===== src/rtl/core/spq_pkg.sv =====
`timescale 1ns / 1ps
// ---------------------------------------------------------------------------
// Sorted priority queue package
// Sizes, command and status codes, payload types and sequencer states.
// ---------------------------------------------------------------------------
package spq_pkg;

    localparam int DEPTH = 16;
    localparam int IDX_W = $clog2(DEPTH);
    localparam int CNT_W = $clog2(DEPTH + 1);

    localparam logic CMD_ENQ = 1'b0;
    localparam logic CMD_DEQ = 1'b1;

    localparam logic [1:0] ST_OK    = 2'd0;
    localparam logic [1:0] ST_FULL  = 2'd1;
    localparam logic [1:0] ST_EMPTY = 2'd2;

    typedef struct packed {
        logic        cmd;
        logic [7:0]  in_priority;
        logic [15:0] in_tag;
    } t_in_item;

    typedef struct packed {
        logic [1:0]  status;
        logic [7:0]  out_priority;
        logic [15:0] out_tag;
        logic [4:0]  held_count;
        logic        is_empty;
    } t_out_item;

    typedef struct packed {
        logic [7:0]  priority_val;
        logic [15:0] tag;
    } t_entry;

    typedef enum logic [1:0] {
        S_IDLE,
        S_ENQ_CMP,
        S_ENQ_PUT,
        S_DEQ_RD
    } t_state;

endpackage


===== src/rtl/core/sorted_priority_queue_unit.sv =====
`timescale 1ns / 1ps
// ---------------------------------------------------------------------------
// Sorted priority queue unit
// Bounded queue of priority/tag entries, lowest priority value leaves first.
// ---------------------------------------------------------------------------
// Usage:
//   Drive i_item and raise start; the transfer happens at an edge where busy
//   is low. cmd selects enqueue or dequeue. Every transfer yields exactly one
//   result on o_result, shown for one cycle with o_result_strobe high.
//   Entries sit in a circular buffer in one RAM; the head pointer moves on
//   dequeue, so a dequeue costs one RAM read, and its registered read data
//   is returned through the result register. An enqueue walks backward from
//   the tail with one shared priority compare and one RAM read plus one
//   write per cycle, moving each entry of larger priority up one slot, then
//   drops the new entry into the gap; at most DEPTH-1 entries are moved.
//   An enqueue into a full queue or a dequeue from an empty one is answered
//   the cycle after the transfer without going busy.
//   A new item may start in the cycle its predecessor's result is shown.
//   Synchronous reset empties the queue; RAM contents are not cleared and
//   need not be, since only written slots are ever read.
//   The receiver cannot stall: results are not held.
// ---------------------------------------------------------------------------
module sorted_priority_queue_unit
    import spq_pkg::*;
(
    input  logic      i_clk,
    input  logic      i_rst_n,
    input  logic      start,
    input  t_in_item  i_item,
    output logic      busy,
    output logic      o_result_strobe,
    output t_out_item o_result
);

    localparam logic [IDX_W:0] DEPTH_X = (IDX_W + 1)'(DEPTH);
    localparam logic [CNT_W-1:0] FULL_COUNT = CNT_W'(DEPTH);

    // Sequencer and queue state
    t_state           r_state, n_state;
    logic [IDX_W-1:0] r_head, n_head;
    logic [CNT_W-1:0] r_count, n_count;
    logic [IDX_W-1:0] r_k, n_k;       // logical slot of the current gap
    t_entry           r_new, n_new;   // entry being inserted
    logic             r_strobe, n_strobe;
    t_out_item        r_result, n_result;

    // RAM port controls
    logic             w_wr_en;
    logic [IDX_W-1:0] w_wr_addr;
    t_entry           w_wr_data;
    logic             w_rd_en;
    logic [IDX_W-1:0] w_rd_addr;
    t_entry           w_rd_data;

    // Map a logical position (0 = front) to a RAM address around the ring.
    function automatic logic [IDX_W-1:0] phys(input logic [IDX_W-1:0] head,
                                              input logic [IDX_W-1:0] pos);
        logic [IDX_W:0] sum;
        sum = {1'b0, head} + {1'b0, pos};
        if (sum >= DEPTH_X) begin
            sum = sum - DEPTH_X;
        end
        return sum[IDX_W-1:0];
    endfunction

    function automatic t_out_item make_result(input logic [1:0] status,
                                              input t_entry ent,
                                              input logic [CNT_W-1:0] cnt);
        t_out_item   res;
        logic [31:0] cnt_x;
        cnt_x            = 32'(cnt);
        res.status       = status;
        res.out_priority = ent.priority_val;
        res.out_tag      = ent.tag;
        res.held_count   = cnt_x[4:0];
        res.is_empty     = (cnt == '0);
        return res;
    endfunction

    spq_ram #(
        .WIDTH ($bits(t_entry)),
        .DEPTH (DEPTH)
    ) u_spq_ram (
        .i_clk     (i_clk),
        .i_wr_en   (w_wr_en),
        .i_wr_addr (w_wr_addr),
        .i_wr_data (w_wr_data),
        .i_rd_en   (w_rd_en),
        .i_rd_addr (w_rd_addr),
        .o_rd_data (w_rd_data)
    );

    always_ff @(posedge i_clk) begin
        if (!i_rst_n) begin
            r_state  <= S_IDLE;
            r_head   <= '0;
            r_count  <= '0;
            r_strobe <= 1'b0;
        end else begin
            r_state  <= n_state;
            r_head   <= n_head;
            r_count  <= n_count;
            r_strobe <= n_strobe;
        end
    end

    // Payload registers: no reset needed
    always_ff @(posedge i_clk) begin
        r_k      <= n_k;
        r_new    <= n_new;
        r_result <= n_result;
    end

    always_comb begin
        n_state   = r_state;
        n_head    = r_head;
        n_count   = r_count;
        n_k       = r_k;
        n_new     = r_new;
        n_strobe  = 1'b0;
        n_result  = r_result;
        w_wr_en   = 1'b0;
        w_wr_addr = phys(r_head, r_k);
        w_wr_data = r_new;
        w_rd_en   = 1'b0;
        w_rd_addr = r_head;

        case (r_state)
            S_IDLE: begin
                if (start) begin
                    if (i_item.cmd == CMD_ENQ) begin
                        if (r_count == FULL_COUNT) begin
                            // Drop the entry, report full
                            n_strobe = 1'b1;
                            n_result = make_result(ST_FULL, '0, r_count);
                        end else begin
                            n_new.priority_val = i_item.in_priority;
                            n_new.tag          = i_item.in_tag;
                            n_k                = r_count[IDX_W-1:0];
                            if (r_count == '0) begin
                                n_state = S_ENQ_PUT;
                            end else begin
                                // Fetch the tail entry for the first compare
                                w_rd_en   = 1'b1;
                                w_rd_addr = phys(r_head, r_count[IDX_W-1:0] - IDX_W'(1));
                                n_state   = S_ENQ_CMP;
                            end
                        end
                    end else begin
                        if (r_count == '0) begin
                            n_strobe = 1'b1;
                            n_result = make_result(ST_EMPTY, '0, r_count);
                        end else begin
                            w_rd_en   = 1'b1;
                            w_rd_addr = r_head;
                            n_state   = S_DEQ_RD;
                        end
                    end
                end
            end

            S_ENQ_CMP: begin
                // Read data holds the entry just below the gap
                if (r_new.priority_val < w_rd_data.priority_val) begin
                    // Move it up into the gap, advance the gap downward
                    w_wr_en   = 1'b1;
                    w_wr_data = w_rd_data;
                    n_k       = r_k - IDX_W'(1);
                    if (r_k == IDX_W'(1)) begin
                        n_state = S_ENQ_PUT;
                    end else begin
                        w_rd_en   = 1'b1;
                        w_rd_addr = phys(r_head, r_k - IDX_W'(2));
                    end
                end else begin
                    // Equal or lower priority below: insert here
                    w_wr_en  = 1'b1;
                    n_count  = r_count + CNT_W'(1);
                    n_strobe = 1'b1;
                    n_result = make_result(ST_OK, '0, r_count + CNT_W'(1));
                    n_state  = S_IDLE;
                end
            end

            S_ENQ_PUT: begin
                w_wr_en  = 1'b1;
                n_count  = r_count + CNT_W'(1);
                n_strobe = 1'b1;
                n_result = make_result(ST_OK, '0, r_count + CNT_W'(1));
                n_state  = S_IDLE;
            end

            S_DEQ_RD: begin
                // Return the front entry and advance the head
                n_head   = phys(r_head, IDX_W'(1));
                n_count  = r_count - CNT_W'(1);
                n_strobe = 1'b1;
                n_result = make_result(ST_OK, w_rd_data, r_count - CNT_W'(1));
                n_state  = S_IDLE;
            end

            default: begin
                n_state = S_IDLE;
            end
        endcase
    end

    assign busy            = (r_state != S_IDLE);
    assign o_result_strobe = r_strobe;
    assign o_result        = r_result;

endmodule


===== src/rtl/core/spq_ram.sv =====
`timescale 1ns / 1ps
// ---------------------------------------------------------------------------
// Generic RAM
// One write port, one read port with registered read data.
// ---------------------------------------------------------------------------
module spq_ram #(
    parameter int WIDTH = 24,
    parameter int DEPTH = 16
) (
    input  logic                     i_clk,
    input  logic                     i_wr_en,
    input  logic [$clog2(DEPTH)-1:0] i_wr_addr,
    input  logic [WIDTH-1:0]         i_wr_data,
    input  logic                     i_rd_en,
    input  logic [$clog2(DEPTH)-1:0] i_rd_addr,
    output logic [WIDTH-1:0]         o_rd_data
);

    logic [WIDTH-1:0] r_mem [DEPTH];
    logic [WIDTH-1:0] r_rd_data;

    always_ff @(posedge i_clk) begin
        if (i_wr_en) begin
            r_mem[i_wr_addr] <= i_wr_data;
        end
        if (i_rd_en) begin
            r_rd_data <= r_mem[i_rd_addr];
        end
    end

    assign o_rd_data = r_rd_data;

endmodule


===== config.mk =====
export PLATFORM = sky130hd
export DESIGN_NAME = sorted_priority_queue_unit
export DESIGN_NICKNAME = d
export VERILOG_FILES = /design/src/rtl/core/spq_pkg.sv /design/src/rtl/core/sorted_priority_queue_unit.sv /design/src/rtl/core/spq_ram.sv
export SDC_FILE = /design/constraint.sdc
export NUM_CORES = 1
export LEC_CHECK = 0
export BUFFER_PORTS_ARGS = -buffer_cell sky130_fd_sc_hd__buf_4
export CAP_MARGIN = 20
export CORE_ASPECT_RATIO = 1.1
export CORE_MARGIN = 4
export CORE_UTILIZATION = 40
export CTS_CLUSTER_DIAMETER = 100
export DETAILED_ROUTE_END_ITERATION = 12
export PLACE_DENSITY = 0.67
export SLEW_MARGIN = 25
export SYNTH_ARGS = -nofsm -noshare
export SYNTH_HDL_FRONTEND = slang
export SYNTH_HIERARCHICAL = 1
export SYNTH_SLANG_ARGS = --single-unit

===== constraint.sdc =====
create_clock -name i_clk -period 10.75 [get_ports i_clk]
set_clock_uncertainty 0.15 [all_clocks]
set_input_delay 3.225 -clock i_clk [delete_from_list [all_inputs] [get_ports i_clk]]
set_output_delay 3.225 -clock i_clk [all_outputs]
set_load 0.01 [all_outputs]

==> results of run 1 <==
[worst register-to-register path: stages (launching register included)]
cell and delay [ps]:
sky130_fd_sc_hd__dfxtp_1 350, sky130_fd_sc_hd__inv_1 110, sky130_fd_sc_hd__ha_1 650, sky130_fd_sc_hd__nand2_1 350, sky130_fd_sc_hd__nor3_1 600, sky130_fd_sc_hd__mux2i_1 230
sky130_fd_sc_hd__o22ai_4 510, sky130_fd_sc_hd__buf_4 580, sky130_fd_sc_hd__buf_4 690, sky130_fd_sc_hd__mux4_2 420, sky130_fd_sc_hd__a22oi_1 210, sky130_fd_sc_hd__nand2_1 90
[layer usage]
metal | vias up | share of wire
li1 | 4160 | -
met1 | 5095 | 0.42
met2 | 351 | 0.49
met3 | 65 | 0.064
met4 | 0 | 0.022
met5 | - | 0
[worst paths after layout]
path,startpoint,end,cells past startpoint
setup / recovery,start,u_spq_ram/o_rd_data[10]$_DFFE_PP_,10
hold / removal,r_state[0]$_SDFFE_PN0P_,r_state[0]$_SDFFE_PN0P_,2
setup reg to reg,r_state[1]$_SDFFE_PN0P_,u_spq_ram/o_rd_data[10]$_DFFE_PP_,11
hold reg to reg,r_state[0]$_SDFFE_PN0P_,r_state[0]$_SDFFE_PN0P_,2
[cell families after synthesis]
logic type / count (synthesis) / synth area share
AOI/OAI and AO/OA: 110 / 0.04146
xor gates and xnor gates: 21 / 0.009493
adders and majority gates: 33 / 0.02247
buffers and inverters: 77 / 0.02008
DFF: 480 / 0.7377
muxes: 131 / 0.1352
and+or+nand+nor: 134 / 0.03364
[sequential cells by signal, indices dropped and copies added, names as in the netlist]
register,flops
o_result,32
o_result_strobe,1
r_count,5
r_head,4
r_k,4
r_new,24
r_state,2
u_spq_ram/o_rd_data,24
u_spq_ram/r_mem,384
[per-stage QoR]
stage | power (mW) | utilization | hold WS (ps) | std cells
final | 6.072 | 0.4665 | 366.5 | 1756
after CTS | 6.135 | 0.4665 | 366.6 | 1756
after global routing | 6.356 | 0.4665 | 377.5 | 1756
after global placement | 4.387 | 0.4326 | 349.6 | 1666
after floorplan | 3.826 | - | 317.7 | 986
after detailed placement | 4.416 | 0.4326 | 359.8 | 1666
[cell usage in the layout (no fill, tap or decap), drive strengths merged, types with 4 or more instances in the layout]
master    n
edfxtp  468
mux4     96
buf      85
clkbuf   59
a22oi    49
nand2    39
nor2     32
ha       30
inv      28
and2     26
mux2     25
clkinv   20
a21oi    15
xnor2    12
dfxtp    12
o21ai    12
mux2i    10
nor3     10
xor2      9
bufinv    8
nand3     6
a21o      5
nor2b     5
o211ai    4
o21a      4
[cell type report]
type | instances | area, sq um | area share
timing repair buffer | 85 | 650.6 | 0.02917
multi-input combinational | 429 | 4833 | 0.2167
inverter | 27 | 101.3 | 0.004543
tap | 645 | 807.0 | 0.03618
clock inverter | 31 | 356.6 | 0.01599
sequential | 480 | 14290 | 0.6408
clock buffer | 59 | 1264 | 0.05665
[report_power, final]
part / internal [mW] / switching (mW) / total [mW] / leakage [nW]
registers: 2.52 / 0.105 / 2.62 / 4.36
clock network: 1.03 / 0.683 / 1.71 / 0.784
logic: 0.697 / 1.04 / 1.74 / 2.09
==> metrics, run 1 <==
power density relative to cell area 272.2 nW/um^2; Max Root-Sink Buffers 3; Mapped Nets 1047; post-synth top area share 0.7253; routed length per placed instance 24.82 um; area enclosed by the die boundary 52030 sq um; placed standard-cell area 20690 sq um; total vias in the final route 9671; portion of the post-synthesis area used by sequential elements 0.7377; Reg2Reg Setup Slack 5560 ps; floorplan core area 47820 sq um; Avg Vias per Cell 5.507; number of synthesized register bits 480; die span in y 238.8 um; Peak VDD IR 0.1487 mV; top-level I/O count 62; cell type of the slowest stage on the worst timing path sky130_fd_sc_hd__buf_4; number of pins exceeding their max-slew limit in the final report 0; clk root buf sky130_fd_sc_hd__clkbuf_16; worst slew margin relative to its limit 0.2619; most used flip-flop cell after synthesis sky130_fd_sc_hd__edfxtp_1; first-pass GRT wire length 64550 um; layout cell share with drive strength beyond 1 0.2772; Most Used Layer, Global Route met2; TritonCTS clock tree built; synthesized area 19380 sq um; endpoints failing setup 0; number of synthesized flops with an enable pin 468; final global-route overflow total 0; routability cong. 0.7632; maximum capacitance violations 0; Critical Path RT 10900 ps; count of filler cells inserted in the layout 3921; clk slew on worst S/H paths 60 ps; leakage power 7.238 nW; initial antenna violation count 0; highest fanout seen on the critical path 50; met1 global-route usage 0.2334; most instantiated library cell after synthesis sky130_fd_sc_hd__edfxtp_1; Synth Warn # 6; fin crit share 0.6212; cells after synthesis 986; Core Rows 84; top cell type by total area after synthesis sky130_fd_sc_hd__edfxtp_1; total CTS buffers 48; top post-synthesis cells by area sky130_fd_sc_hd__edfxtp_1 73%, sky130_fd_sc_hd__mux4_2 11%, sky130_fd_sc_hd__ha_1 1.9%; effective utilization at floorplan 0.4052; post-synthesis average cell area 19.65 sq um; crit path DAT 6820 ps; sum of negative setup slack 0 ps; overall die width 217.9 um; most used standard cells in the synthesized netlist 468 x sky130_fd_sc_hd__edfxtp_1, 96 x sky130_fd_sc_hd__mux4_2, 49 x sky130_fd_sc_hd__a22oi_1, 39 x sky130_fd_sc_hd__nand2_1, 32 x sky130_fd_sc_hd__nor2_1; DRC violation count after routing 0; number of sinks driven by the clock tree 480; All-Layer GR Usage 0.1667; smallest setup slack after layout 4072 ps; max incr delay on CP 680 ps; number of setup buffers added after CTS 0; Hold/Removal Path Class reg2reg; initial DRC count 947; met2 Track Usage GR 0.2745; critical path's most frequent cell sky130_fd_sc_hd__buf_4; final non-filler cell area 22310 sq um; Final min period 6678 ps; clock insertion delay at the later pin of the skew report 560 ps; run status completed; area delta synth->final 15.12%; number of global-route vias before repair 9837; fraction of registers with async set/reset 0; fraction of met3 tracks used by global routing 0.02746; Resized Gates After CTS 0; # nets final 1132; startpoint type of the worst setup path input pin; antenna diode count 0; post-synth cell types 55; ordered cell list for the critical path buf_4, nand2_1, nor3_1, mux2i_1, o22ai_4, buf_4, buf_4, mux4_2, a22oi_1, nand2_1; Critical Path End Type flip-flop; largest net degree at the start of global routing 97; router iterations before antenna repair 5; Final Routed Wirelength 43590 um; setup repair after global routing missed its margin false; WS Path Type in2reg; hold violation total from the final report 0; Fmax 149.7 MHz; half-perimeter wire length of the detailed placement result 22500 um; Place WS 3475 ps; count of H-tree levels built during CTS 2; number of antenna-violating nets in the routed design 0; largest delay contributor family on the critical path buffers and inverters; # hold bufs at CTS 0; slew at the pin with the worst max-slew slack 1105 ps; WP buf/inv 3; count of input and output buffers 61
(Power assumes the default switching activity.)
==> inputs of run 2 (changes only) <==
- clock period: 10.75 -> 6.46 ns (I/O delays scaled with it)
==> run 2 against run 1 <==
Net effect: cell area down 0.66%; critical endpoint is now u_spq_ram/o_rd_data[6]$_DFFE_PP_; sequential power up 67%; power up 62%; critical path type unchanged; setup slack worse by 2200 ps; die area unchanged; sequential cell count unchanged; clock-buffer cell count unchanged; wire length about the same.
==> metrics, run 2 (synthesis results as in run 1) <==
half-perimeter wire length of the detailed placement result 24270 um; number of sinks driven by the clock tree 480; # nets final 1135; Critical Path RT 6620 ps; hold violation total from the final report 0; startpoint type of the worst setup path input pin; setup repair after global routing missed its margin false; number of antenna-violating nets in the routed design 0; highest fanout seen on the critical path 32; critical path's most frequent cell sky130_fd_sc_hd__nand2_1; initial DRC count 1053; run status completed; most common cell after layout, fill and taps aside sky130_fd_sc_hd__edfxtp_1; die span in y 238.8 um; clock share of power 0.255; fin crit share 0.7035; number of setup buffers added after CTS 0; Peak VDD IR 0.2047 mV; clk slew on worst S/H paths 60 ps; crit path DAT 4700 ps; utilization of the core after routing 0.4634; fraction of power consumed by combinational cells 0.300; Max Root-Sink Buffers 3; Critical Path End Type flip-flop; cell type of the slowest stage on the worst timing path sky130_fd_sc_hd__nor3_1; All-Layer GR Usage 0.1671; total CTS buffers 46; routed length per placed instance 24.86 um; sequential power share 0.445; smallest setup slack after layout 1915 ps; slew at the pin with the worst max-slew slack 1045 ps; Final Routed Wirelength 43610 um; initial antenna violation count 0; sum of internal, switching and leakage power 9.845 mW; ordered cell list for the critical path buf_4, nand2_1, nor3_1, nand2_1, o31a_1, o21ai_4, buf_16, buf_12, mux4_2, a22oi_1, nand2_1; largest delay contributor family on the critical path simple AND/OR/NAND/NOR gates; final global-route overflow total 0; largest net degree at the start of global routing 97; DRC violation count after routing 0; final worst hold slack 364.8 ps; Core Rows 84; effective utilization at floorplan 0.4052; overall die width 217.9 um; WP buf/inv 3; area enclosed by the die boundary 52030 sq um; endpoints failing setup 0; maximum capacitance violations 0; Non-Filler Instances 1754; largest register by flop count u_spq_ram/r_mem; total vias in the final route 9648; leakage power 7.165 nW; Cells after DPL 1670; number of flip-flops in the largest register 384; commonest non-fill, non-tap cells in the layout 468 x sky130_fd_sc_hd__edfxtp_1, 96 x sky130_fd_sc_hd__mux4_2, 86 x sky130_fd_sc_hd__buf_4, 49 x sky130_fd_sc_hd__a22oi_1, 47 x sky130_fd_sc_hd__clkbuf_16; floorplan core area 47820 sq um; clock insertion delay at the later pin of the skew report 560 ps; first-pass GRT wire length 64520 um; worst slew margin relative to its limit 0.3016; layout cell share with drive strength beyond 1 0.2723; switching power share of the total 0.3082; sum of negative setup slack 0 ps; Resized Gates After CTS 0; area delta synth->final 14.37%; placed standard-cell area 20740 sq um; count of input and output buffers 61; Place WS 1222 ps; routability cong. 0.7942; count of H-tree levels built during CTS 2; power density relative to cell area 444.3 nW/um^2; # hold bufs at CTS 0; Hold/Removal Path Class reg2reg; clk root buf sky130_fd_sc_hd__clkbuf_16; number of pins exceeding their max-slew limit in the final report 0; WS Path Type in2reg; Fmax 220.0 MHz; max incr delay on CP 630 ps; Final min period 4545 ps; number of global-route vias before repair 9749; Avg Vias per Cell 5.501; top-level I/O count 62; router iterations before antenna repair 5; TritonCTS clock tree built; internal power 6.810 mW; total net switching power 3.034 mW; final non-filler cell area 22160 sq um; count of filler cells inserted in the layout 3952; antenna diode count 0
==> run 2: cell types whose count changed in the layout (fill, tap and decap cells not counted), moves of 2 or more <==
cell	change
sky130_fd_sc_hd__nor3_4	+2
sky130_fd_sc_hd__buf_12	+2
sky130_fd_sc_hd__clkinv_1	+2
sky130_fd_sc_hd__clkbuf_1	+2
sky130_fd_sc_hd__nor3_2	-2
sky130_fd_sc_hd__bufinv_16	-6
sky130_fd_sc_hd__buf_4	+2
sky130_fd_sc_hd__clkbuf_16	-2
==> run 2: worst min-delay path: cells and delay by family (launching register included) <==
family           cells  cell delay [ps]
and+or+nand+nor      1               70
DFF                  1              350
muxes                1               50
==> run 2: cell type report <==
cell class / count / area, sq um / share of cell area
clock buffer: 59 / 1221 / 0.05511
clock inverter: 24 / 162.7 / 0.007340
inverter: 27 / 101.3 / 0.004573
multi-input combinational: 429 / 4841 / 0.2185
sequential: 480 / 14290 / 0.6450
tap: 645 / 807.0 / 0.03642
timing repair buffer: 90 / 733.2 / 0.03309
==> run 2: per-layer routing <==
metal,wire (um),track usage,share of wire
met1,17950,0.2312,0.41
met2,21720,0.2786,0.50
met3,2955,0.02708,0.068
met4,990,0.04559,0.023
met5,0,0,0
==> run 2: worst paths after layout <==
kind                                start                          endpoint  slack [ps]  cells after the start
setup reg to reg  r_state[0]$_SDFFE_PN0P_  u_spq_ram/o_rd_data[6]$_DFFE_PP_        2080                     12
setup / recovery                    start  u_spq_ram/o_rd_data[6]$_DFFE_PP_        1920                     11
hold reg to reg   r_state[0]$_SDFFE_PN0P_           r_state[0]$_SDFFE_PN0P_         360                      2
hold / removal    r_state[0]$_SDFFE_PN0P_           r_state[0]$_SDFFE_PN0P_         360                      2
==> run 2: power groups by stage <==
stage	registers, mW	logic [mW]	clock network, mW
final	4.38	2.96	2.51
after global routing	4.41	3.19	2.71
after CTS	4.38	2.97	2.56
after detailed placement	4.44	2.96	0
after global placement	4.43	2.90	0
after floorplan	4.42	1.95	0
